===== config.mk =====
export PLATFORM = sky130hd
export DESIGN_NAME = sparse_polynomial_add_top
export DESIGN_NICKNAME = d
export VERILOG_FILES = /design/src/rtl/core/spa_pkg.sv /design/src/rtl/core/spa_list.sv /design/src/rtl/core/spa_merge.sv /design/src/rtl/core/sparse_polynomial_add_top.sv
export SDC_FILE = /design/constraint.sdc
export NUM_CORES = 2
export LEC_CHECK = 0
export BUFFER_PORTS_ARGS = -buffer_cell sky130_fd_sc_hd__buf_2
export CAP_MARGIN = 20
export CORE_MARGIN = 4
export CORE_UTILIZATION = 30
export CTS_CLUSTER_SIZE = 20
export DETAILED_ROUTE_END_ITERATION = 10
export GPL_TIMING_DRIVEN = 0
export PLACE_DENSITY = 0.43
export SYNTH_ARGS = -nofsm -noshare
export SYNTH_HDL_FRONTEND = slang
export SYNTH_SLANG_ARGS = --single-unit
export TNS_END_PERCENT = 50

===== constraint.sdc =====
create_clock -name clock -period 7.7 [get_ports clock]
set_clock_uncertainty 0.1 [all_clocks]
set_input_delay 0.77 -clock clock [delete_from_list [all_inputs] [get_ports clock]]
set_output_delay 0.77 -clock clock [all_outputs]
set_load 0.02 [all_outputs]

===== src/rtl/core/spa_pkg.sv =====
`timescale 1ns / 1ps
package spa_pkg;

   localparam int COEF_W = 32;
   localparam int EXP_W  = 31;

   // operation codes carried in req_tuser
   localparam logic [1:0] OP_LOAD_FIRST  = 2'd0;
   localparam logic [1:0] OP_LOAD_SECOND = 2'd1;
   localparam logic [1:0] OP_ADD         = 2'd2;

   typedef struct packed {
      logic wr;
      logic clr;
   } spa_list_ctl_type;

endpackage


===== src/rtl/core/spa_list.sv =====
`timescale 1ns / 1ps
module spa_list
   import spa_pkg::*;
#(
   parameter int TERMS_PER_LIST = 16,
   parameter int CNT_W = $clog2(TERMS_PER_LIST + 1),
   parameter int IDX_W = (TERMS_PER_LIST > 1) ? $clog2(TERMS_PER_LIST) : 1
) (
   input  logic                     clock,
   input  logic                     reset,
   input  spa_list_ctl_type         ctl,
   input  logic signed [COEF_W-1:0] wr_coef,
   input  logic [EXP_W-1:0]         wr_exp,
   input  logic [IDX_W-1:0]         rd_idx,
   output logic signed [COEF_W-1:0] rd_coef,
   output logic [EXP_W-1:0]         rd_exp,
   output logic [CNT_W-1:0]         count
);

   localparam logic [CNT_W-1:0] FULL = CNT_W'(TERMS_PER_LIST);

   logic signed [COEF_W-1:0] coef_ff [TERMS_PER_LIST];
   logic [EXP_W-1:0]         exp_ff  [TERMS_PER_LIST];
   logic [CNT_W-1:0]         count_ff, count_in;
   logic                     wr_ok;

   assign wr_ok = ctl.wr && (count_ff < FULL);

   always_comb begin
      count_in = count_ff;
      if (ctl.clr) begin
         count_in = '0;
      end else if (wr_ok) begin
         count_in = count_ff + CNT_W'(1);
      end
   end

   always_ff @(posedge clock) begin
      if (reset) begin
         count_ff <= '0;
      end else begin
         count_ff <= count_in;
      end
   end

   // terms land at the fill position; a full list drops the beat
   always_ff @(posedge clock) begin
      if (wr_ok) begin
         coef_ff[count_ff[IDX_W-1:0]] <= wr_coef;
         exp_ff[count_ff[IDX_W-1:0]]  <= wr_exp;
      end
   end

   assign rd_coef = coef_ff[rd_idx];
   assign rd_exp  = exp_ff[rd_idx];
   assign count   = count_ff;

endmodule


===== src/rtl/core/spa_merge.sv =====
`timescale 1ns / 1ps
module spa_merge
   import spa_pkg::*;
#(
   parameter int TERMS_PER_LIST = 16,
   parameter int CNT_W = $clog2(TERMS_PER_LIST + 1),
   parameter int IDX_W = (TERMS_PER_LIST > 1) ? $clog2(TERMS_PER_LIST) : 1
) (
   input  logic                     clock,
   input  logic                     reset,
   input  logic                     req_tvalid,
   output logic                     req_tready,
   input  logic [1:0]               op,
   input  logic [CNT_W-1:0]         count_a,
   input  logic [CNT_W-1:0]         count_b,
   output spa_list_ctl_type         ctl_a,
   output spa_list_ctl_type         ctl_b,
   output logic [IDX_W-1:0]         idx_a,
   output logic [IDX_W-1:0]         idx_b,
   input  logic signed [COEF_W-1:0] a_coef,
   input  logic [EXP_W-1:0]         a_exp,
   input  logic signed [COEF_W-1:0] b_coef,
   input  logic [EXP_W-1:0]         b_exp,
   output logic                     rsp_tvalid,
   input  logic                     rsp_tready,
   output logic signed [COEF_W-1:0] rsp_coef,
   output logic [EXP_W-1:0]         rsp_exp,
   output logic                     rsp_empty,
   output logic                     rsp_last
);

   localparam logic [1:0] ST_IDLE  = 2'd0;
   localparam logic [1:0] ST_MERGE = 2'd1;
   localparam logic [1:0] ST_FLUSH = 2'd2;

   logic [1:0]               state_ff, state_in;
   logic [CNT_W-1:0]         a_ff, a_in, b_ff, b_in;
   logic                     pend_valid_ff, pend_valid_in;
   logic signed [COEF_W-1:0] pend_coef_ff, pend_coef_in;
   logic [EXP_W-1:0]         pend_exp_ff, pend_exp_in;
   logic                     rsp_valid_ff, rsp_valid_in;
   logic signed [COEF_W-1:0] rsp_coef_ff, rsp_coef_in;
   logic [EXP_W-1:0]         rsp_exp_ff, rsp_exp_in;
   logic                     rsp_empty_ff, rsp_empty_in;
   logic                     rsp_last_ff, rsp_last_in;

   logic                     out_free, push, req_beat;
   logic                     a_left, b_left, exp_gt, exp_eq;
   logic                     take_a, take_b, take_both, produce;
   logic signed [COEF_W-1:0] sum, term_coef;
   logic [EXP_W-1:0]         term_exp;

   assign req_tready = (state_ff == ST_IDLE);
   assign req_beat   = req_tvalid && req_tready;
   assign out_free   = !rsp_valid_ff || rsp_tready;

   assign idx_a = a_ff[IDX_W-1:0];
   assign idx_b = b_ff[IDX_W-1:0];

   // shared compare / add unit, one merge step per cycle while the rsp register is free
   assign a_left    = a_ff < count_a;
   assign b_left    = b_ff < count_b;
   assign exp_gt    = a_exp > b_exp;
   assign exp_eq    = a_exp == b_exp;
   assign sum       = a_coef + b_coef;
   assign take_both = a_left && b_left && exp_eq;
   assign take_a    = a_left && (!b_left || exp_gt);
   assign take_b    = b_left && (!a_left || (!exp_gt && !exp_eq));
   assign produce   = take_a || take_b || (take_both && (sum != '0));
   assign term_coef = take_both ? sum : (take_a ? a_coef : b_coef);
   assign term_exp  = take_b ? b_exp : a_exp;

   always_comb begin
      state_in      = state_ff;
      a_in          = a_ff;
      b_in          = b_ff;
      pend_valid_in = pend_valid_ff;
      pend_coef_in  = pend_coef_ff;
      pend_exp_in   = pend_exp_ff;
      rsp_coef_in   = rsp_coef_ff;
      rsp_exp_in    = rsp_exp_ff;
      rsp_empty_in  = rsp_empty_ff;
      rsp_last_in   = rsp_last_ff;
      push          = 1'b0;
      ctl_a         = '0;
      ctl_b         = '0;
      unique case (state_ff)
         ST_IDLE: begin
            if (req_beat) begin
               case (op)
                  OP_LOAD_FIRST:  ctl_a.wr = 1'b1;
                  OP_LOAD_SECOND: ctl_b.wr = 1'b1;
                  OP_ADD: begin
                     a_in     = '0;
                     b_in     = '0;
                     state_in = ST_MERGE;
                  end
                  default: ;
               endcase
            end
         end
         ST_MERGE: begin
            if (out_free) begin
               if (!a_left && !b_left) begin
                  state_in = ST_FLUSH;
               end else begin
                  a_in = a_ff + CNT_W'(take_a || take_both);
                  b_in = b_ff + CNT_W'(take_b || take_both);
                  // hold one term back so the final one can carry tlast
                  if (produce) begin
                     if (pend_valid_ff) begin
                        push         = 1'b1;
                        rsp_coef_in  = pend_coef_ff;
                        rsp_exp_in   = pend_exp_ff;
                        rsp_empty_in = 1'b0;
                        rsp_last_in  = 1'b0;
                     end
                     pend_valid_in = 1'b1;
                     pend_coef_in  = term_coef;
                     pend_exp_in   = term_exp;
                  end
               end
            end
         end
         ST_FLUSH: begin
            if (out_free) begin
               push        = 1'b1;
               rsp_last_in = 1'b1;
               if (pend_valid_ff) begin
                  rsp_coef_in  = pend_coef_ff;
                  rsp_exp_in   = pend_exp_ff;
                  rsp_empty_in = 1'b0;
               end else begin
                  rsp_coef_in  = '0;
                  rsp_exp_in   = '0;
                  rsp_empty_in = 1'b1;
               end
               pend_valid_in = 1'b0;
               ctl_a.clr     = 1'b1;
               ctl_b.clr     = 1'b1;
               state_in      = ST_IDLE;
            end
         end
         default: state_in = ST_IDLE;
      endcase
      rsp_valid_in = push ? 1'b1 : (rsp_tready ? 1'b0 : rsp_valid_ff);
   end

   always_ff @(posedge clock) begin
      if (reset) begin
         state_ff      <= ST_IDLE;
         a_ff          <= '0;
         b_ff          <= '0;
         pend_valid_ff <= 1'b0;
         rsp_valid_ff  <= 1'b0;
      end else begin
         state_ff      <= state_in;
         a_ff          <= a_in;
         b_ff          <= b_in;
         pend_valid_ff <= pend_valid_in;
         rsp_valid_ff  <= rsp_valid_in;
      end
   end

   always_ff @(posedge clock) begin
      pend_coef_ff <= pend_coef_in;
      pend_exp_ff  <= pend_exp_in;
      rsp_coef_ff  <= rsp_coef_in;
      rsp_exp_ff   <= rsp_exp_in;
      rsp_empty_ff <= rsp_empty_in;
      rsp_last_ff  <= rsp_last_in;
   end

   assign rsp_tvalid = rsp_valid_ff;
   assign rsp_coef   = rsp_coef_ff;
   assign rsp_exp    = rsp_exp_ff;
   assign rsp_empty  = rsp_empty_ff;
   assign rsp_last   = rsp_last_ff;

   a_idx_bound: assert property (@(posedge clock) disable iff (reset)
      state_ff == ST_MERGE |-> (a_ff <= count_a) && (b_ff <= count_b))
      else $error("merge index ran past list count");

   a_empty_last: assert property (@(posedge clock) disable iff (reset)
      rsp_valid_ff && rsp_empty_ff |-> rsp_last_ff)
      else $error("empty result beat without tlast");

   a_flush_done: assert property (@(posedge clock) disable iff (reset)
      state_ff == ST_FLUSH && out_free |=> state_ff == ST_IDLE && !pend_valid_ff)
      else $error("flush did not return to idle");

   a_idle_clean: assert property (@(posedge clock) disable iff (reset)
      state_ff == ST_IDLE |-> !pend_valid_ff)
      else $error("held term left over in idle");

endmodule


===== src/rtl/core/sparse_polynomial_add_top.sv =====
`timescale 1ns / 1ps
// channel  dir  ports          payload
// req      in   req_t*         tuser: operation[1:0]; tdata: coef, exp, pad
// rsp      out  rsp_t*         tuser: empty_res; tdata: out_coef, out_exp, pad;
//                              tlast: last
//
// A load beat is written without leaving idle. An add runs one merge step
// per cycle through the single compare/add unit while rsp is not stalled,
// then a flush step issues the final beat; req_tready is low meanwhile.
// Reset clears both list counts and all handshake state; list contents are
// not cleared. A stalled rsp beat freezes the merge until it is taken.
module sparse_polynomial_add_top
   import spa_pkg::*;
#(
   parameter int TERMS_PER_LIST = 16
) (
   input  logic        clock,
   input  logic        reset,
   input  logic        req_tvalid,
   output logic        req_tready,
   input  logic [63:0] req_tdata,   // coef[31:0], exp[62:32], zero [63]
   input  logic [1:0]  req_tuser,   // operation[1:0]
   output logic        rsp_tvalid,
   input  logic        rsp_tready,
   output logic [63:0] rsp_tdata,   // out_coef[31:0], out_exp[62:32], zero [63]
   output logic        rsp_tuser,   // empty_res
   output logic        rsp_tlast
);

   localparam int CNT_W = $clog2(TERMS_PER_LIST + 1);
   localparam int IDX_W = (TERMS_PER_LIST > 1) ? $clog2(TERMS_PER_LIST) : 1;

   spa_list_ctl_type         ctl_a, ctl_b;
   logic [IDX_W-1:0]         idx_a, idx_b;
   logic signed [COEF_W-1:0] a_coef, b_coef, rsp_coef;
   logic [EXP_W-1:0]         a_exp, b_exp, rsp_exp;
   logic [CNT_W-1:0]         count_a, count_b;
   logic signed [COEF_W-1:0] req_coef;
   logic [EXP_W-1:0]         req_exp;

   assign req_coef = req_tdata[COEF_W-1:0];
   assign req_exp  = req_tdata[COEF_W+EXP_W-1:COEF_W];

   spa_list #(
      .TERMS_PER_LIST(TERMS_PER_LIST)
   ) u_list_a (
      .clock   (clock),
      .reset   (reset),
      .ctl     (ctl_a),
      .wr_coef (req_coef),
      .wr_exp  (req_exp),
      .rd_idx  (idx_a),
      .rd_coef (a_coef),
      .rd_exp  (a_exp),
      .count   (count_a)
   );

   spa_list #(
      .TERMS_PER_LIST(TERMS_PER_LIST)
   ) u_list_b (
      .clock   (clock),
      .reset   (reset),
      .ctl     (ctl_b),
      .wr_coef (req_coef),
      .wr_exp  (req_exp),
      .rd_idx  (idx_b),
      .rd_coef (b_coef),
      .rd_exp  (b_exp),
      .count   (count_b)
   );

   spa_merge #(
      .TERMS_PER_LIST(TERMS_PER_LIST)
   ) u_merge (
      .clock      (clock),
      .reset      (reset),
      .req_tvalid (req_tvalid),
      .req_tready (req_tready),
      .op         (req_tuser),
      .count_a    (count_a),
      .count_b    (count_b),
      .ctl_a      (ctl_a),
      .ctl_b      (ctl_b),
      .idx_a      (idx_a),
      .idx_b      (idx_b),
      .a_coef     (a_coef),
      .a_exp      (a_exp),
      .b_coef     (b_coef),
      .b_exp      (b_exp),
      .rsp_tvalid (rsp_tvalid),
      .rsp_tready (rsp_tready),
      .rsp_coef   (rsp_coef),
      .rsp_exp    (rsp_exp),
      .rsp_empty  (rsp_tuser),
      .rsp_last   (rsp_tlast)
   );

   assign rsp_tdata = {1'b0, rsp_exp, rsp_coef};

endmodule

-- Word level (Yosys, flattened, before mapping)
Memories as Yosys holds them, arrays and structs flattened. A register that Yosys moved wholly into a read port is not among the register bits.
Index checks and enable logic that the tools add are counted.
- add/sub/neg operators: 5
- order comparisons: 5
- equal/unequal tests: 13
- reduce and logical (&&, ||, !) cells: 34
- bitwise logic cells: 1
- muxes and demuxes: 72
- operators by type and width (operator ; number):
    32-bit two-way mux ; 8
    31-bit two-way mux ; 7
    32-bit one-hot mux with 2 select lines ; 1
    31-bit one-hot mux with 2 select lines ; 1
    32-bit adder ; 1
    4-bit two-way mux ; 8
    32-bit nonzero test ; 1
    31-bit equality test ; 1
    31-bit > comparator ; 1
    5-bit two-way mux ; 6
    1-bit two-way mux ; 29
    5-bit one-hot mux with 2 select lines ; 2
    5-bit AND reduction ; 3
    5-bit by 1-bit adder with 5-bit output ; 2
    5-bit by 1-bit adder with 5-bit output, second input constant ; 2
    1-bit logical AND ; 10
    5-bit less-than comparator ; 2
    5-bit less-than comparator, second input constant ; 2
    2-bit two-way mux ; 5
    2-bit by 1-bit != test with 1-bit output, second input constant ; 5
    1-bit one-hot mux with 2 select lines ; 4
    1-bit logical OR ; 7
    2-bit != test, second input constant ; 3
    2-bit one-hot mux with 3 select lines ; 1
    other kinds (9) ; 18
- word-level logic and storage cells: 147
- bits in registers: 152
- bits of input ports: 70
- output and inout bits: 68
- memories: 4
- memory bits (writable): 2016
- memories (name ; depth ; width ; rd ports ; clocked after memory_dff ; wr ports ; line ; RTL):
    u_list_a.coef_ff ; 16 ; 32 ; 1 ; 1 ; 1 ; spa_list.sv:22 ; logic signed [COEF_W-1:0] coef_ff [TERMS_PER_LIST];
    u_list_b.coef_ff ; 16 ; 32 ; 1 ; 1 ; 1 ; spa_list.sv:22 ;
    u_list_a.exp_ff ; 16 ; 31 ; 1 ; 1 ; 1 ; spa_list.sv:23 ; logic [EXP_W-1:0] exp_ff [TERMS_PER_LIST];
    u_list_b.exp_ff ; 16 ; 31 ; 1 ; 1 ; 1 ; spa_list.sv:23 ;

-- Depth between registers and ports, before layout
- word-level depth: 12
- gate-level depth with buffers: 21
- mapped depth without buffers: 18

-- Modules after synthesis
A second synthesis with hierarchy kept.
- cells, all modules: 4082
- area total of the unflattened synthesis: 85366.9 µm²
- by module, submodules not included (module ; area an instance (µm²) ; cells an instance ; instances):
    spa_list ; 38014.0 ; 1585 ; 2
    spa_merge ; 9327.7 ; 910 ; 1
    sparse_polynomial_add_top ; 11.3 ; 2 ; 1

-- Least setup slack after synthesis
Ideal clock, no wire load.
- path type: register -> register
- start point: register with a tool-made name
- end point: register u_merge.rsp_coef_ff[0], in the netlist u_merge.rsp_coef[0] (enable)
- arrival: 7.319 ns
- path buffers: 4
- setup slack: -0.225 ns
- data required time: 7.095 ns
- stages on the path, launching flop included: 19
- library setup time: 0.505 ns
- path through: dfxtp_1 clkbuf_1 buf_2 buf_1 mux4_2 mux4_2 ha_1 clkbuf_2 a21oi_1 nand2_1 and4_1 o311a_1 a311o_1 xor2_1 xor2_1 nor3_2 nand4b_2 and2_2 o2bb2ai_1
- RTL lines (element ; line ; RTL):
    end signal, assigned ; spa_merge.sv:168 ; rsp_coef_ff <= rsp_coef_in;
    end, declared ; spa_merge.sv:42 ; logic signed [COEF_W-1:0] rsp_coef_ff, rsp_coef_in;

==> impl_metrics.json <==
{
  "outcome": "finished, violations left",
  "violations": "DRC",
  "synth_nets": 3912,
  "power.total_mw": 26.7,
  "synthTopCellsByCount": "edfxtp_1 (2144), mux4_2 (629), nor2_1 (130), clkbuf_1 (102), ha_1 (85)",
  "start_kind": "flop",
  "fin_util": 0.361,
  "hp-start": "req_tuser[1]",
  "drive_above_1_share": 0.323,
  "power_leakage_nw": 31.3,
  "cts-root-buf": "clkbuf_16",
  "yosysMostFrequentCell": "edfxtp_1",
  "drtAntennaViolNets": 0,
  "synth_top_area_frac": 0.757,
  "path_class": "flop to flop",
  "max_slew_margin": 0.243,
  "grt_pass1_wl_um": 348000,
  "cts_tree": "done",
  "hpwl_um": 175000,
  "grt_start_max_net_pins": 34,
  "avgSynthCellArea_um2": 22.6,
  "final_nets": 4515,
  "finalWirelength_um": 251000,
  "cts_max_level": 4,
  "io_pins": 138,
  "cts_inserted_buffers": 233,
  "synth_largest_area_cell": "edfxtp_1",
  "ir_worst_vdd_v": 0.000211,
  "power.density_mw_per_mm2": 262,
  "start_util": 0.301,
  "rsz0062_at_grt": "no",
  "hold_path.class": "input port to flop",
  "fin_crit_ps": 7580,
  "maxCapViolations": 0,
  "ys_async_sr_fraction": 0,
  "die_w_um": 540,
  "ys_top_cells_by_area": "edfxtp_1 (76%), mux4_2 (17%), ha_1 (1.3%), dfxtp_1 (0.75%), nor2_1 (0.57%)",
  "synth_warnings": 0,
  "die_h_um": 540,
  "wl_per_cell_um": 30.3,
  "whs_ps": 216,
  "cp.arrival_ps": 8070,
  "clk-insertion-delay-late_ps": 890,
  "drv_slew": 0,
  "worst_setup_path_end_kind": "flop",
  "ys_seq_area_frac": 0.764,
  "clk_pin_slew_ps": 60,
  "place_congestion": 0.818,
  "areaGrowthSynthToFinish_pct": 19.9,
  "fp.dieArea_mm2": 0.292,
  "ys_seq_elements": 2176,
  "drc": 2,
  "cts.sinks": 2176,
  "synth_cell_types": 81,
  "fp.coreArea_mm2": 0.282,
  "ys_dominant_reg_cell": "edfxtp_1",
  "grt_pass1_vias": 42541,
  "tightest_slew_ps": 1140,
  "dr_total_vias": 41329,
  "synth_edf_count": 2144,
  "synth_area_mm2": 0.0851,
  "initialDrtViolationCount": 3829,
  "hold_viol_final": 0,
  "io_buffer_count": 135,
  "fin_crit_sh": 0.985,
  "dr.pass1.iters": 8,
  "max_freq_mhz": 132,
  "num_rows": 195,
  "overflow": 0,
  "cts.path.max_buffers": 4,
  "routed_via_density": 4.98,
  "grt_use_total": 0.169,
  "setup_violations": 0,
  "antenna_found_initial": 22,
  "synthCells": 3756,
  "required_ps": 8180,
  "worstPathMaxFanout": 21
}
-- per-layer routing --
metal | routed length, um | GRT usage | vias up
li1 | - | - | 17199
met1 | 112000 | 0.238 | 22607
met2 | 121000 | 0.278 | 1183
met3 | 12400 | 0.0278 | 336
met4 | 5690 | 0.0361 | 4
met5 | 15 | 0 | -
-- kinds of logic (layout without fill, tap and decap cells) --
logic type               after synthesis  in the layout  synth area share
buffers and inverters                226           1010            0.0102
other                                  1             12         0.0000441
multiplexers                         671            671             0.172
XOR/XNOR                              35             35           0.00360
AO/OA/AOI/OAI                        197            197            0.0158
AND/OR/NAND/NOR                      364            366            0.0210
adder cells (fa/ha/maj)               86             86            0.0127
flip-flops                          2176           2176             0.764
-- cell type report --
class,instances,area (um2)
fillers,25846,180000
flip-flops and latches,2176,65000
multi-input cells,1356,19500
clock buffers,288,6190
well taps,3743,4680
repair buffers,369,4510
clock inverters,130,1060
plain buffers,169,783
inverters,54,203
diodes,11,27.5
-- what timing repair did --
item                                    CTS  global route
hold buffers                              1             0
endpoints found under the hold margin     2             0
gates resized for setup                  52            22
pin swaps                                 4             2
endpoints found under the setup margin  204            68
buffers inserted                          4             1
gates cloned                              2             0
-- per-stage QoR --
| stage | setup TNS, ps | worst slack [ps] | cells | instance area, um2 |
|---|---|---|---|---|
| 5_1_grt | 0 | 2.36 | 8288 | 102000 |
| 6_report | 0 | 116 | 8296 | 102000 |
| 2_1_floorplan | 0 | 552 | 3756 | 85100 |
| 3_3_place_gp | -9324000 | -8790 | 7634 | 90400 |
| 4_1_cts | 0 | 0.445 | 8283 | 102000 |
| 3_5_place_dp | -133400 | -1100 | 7861 | 94400 |
-- registers in the layout, summed over array words and instances, names as in the netlist, 2 cells and up, named ones only --
register              count
u_merge.rsp_coef         32
u_merge.pend_exp_ff      31
u_list_a.coef_ff        512
u_merge.pend_coef_ff     32
u_list_a.exp_ff         496
u_list_b.exp_ff         496
u_list_a.count            5
u_merge.a_ff              5
u_merge.state_ff          2
u_list_b.count            5
u_list_b.coef_ff        512
u_merge.b_ff              5
u_merge.rsp_exp          31
-- report_power, final --
group | switching (mW) | internal, mW | total [mW]
clock | 4.56 | 6.26 | 10.8
sequential | 0.0571 | 13.3 | 13.3
combinational | 1.62 | 0.966 | 2.59
total | 6.24 | 20.5 | 26.7
-- worst paths after layout --
path              slack [ps]             endpoint  cells past startpoint
setup / recovery         120  u_merge.rsp_exp[30]                     18
setup reg to reg         120  u_merge.rsp_exp[30]                     18
hold / removal           220    u_list_a.count[0]                      4
hold reg to reg          410    u_list_b.count[4]                      2
-- placed cells by master, fill, tap and decap left out, types with 30 or more instances in the layout --
master     Yosys  layout
clkbuf_1     102     112
buf_6          0      73
dfxtp_1       32      30
a21oi_1       52      50
buf_12         0      73
nor2_1       130     106
clkbuf_16      0     239
inv_1         54      54
ha_1          85      85
mux4_2       629     629
and2_1        66      66
clkbuf_2       1      35
nand2_1       71      71
clkinv_1       0      62
buf_2          8     152
buf_1         60      35
clkinv_2       0      41
edfxtp_1    2144    2144
buf_8          0      49
-- critical path, cell delays in order, from the launching register on --
cell       delay (ps)
dfxtp_1           710
clkbuf_2          550
clkbuf_1          530
buf_8             230
mux4_2            300
mux4_2            640
ha_1              480
nand2_1            70
o21ai_0           390
a221oi_2          190
o41ai_2           480
a221oi_1          170
xnor2_1           280
a2111oi_1         620
nand4b_2          320
and2_4            350
o2bb2ai_4         330
buf_16            260
buf_12            160
(Power assumes the default switching activity.)
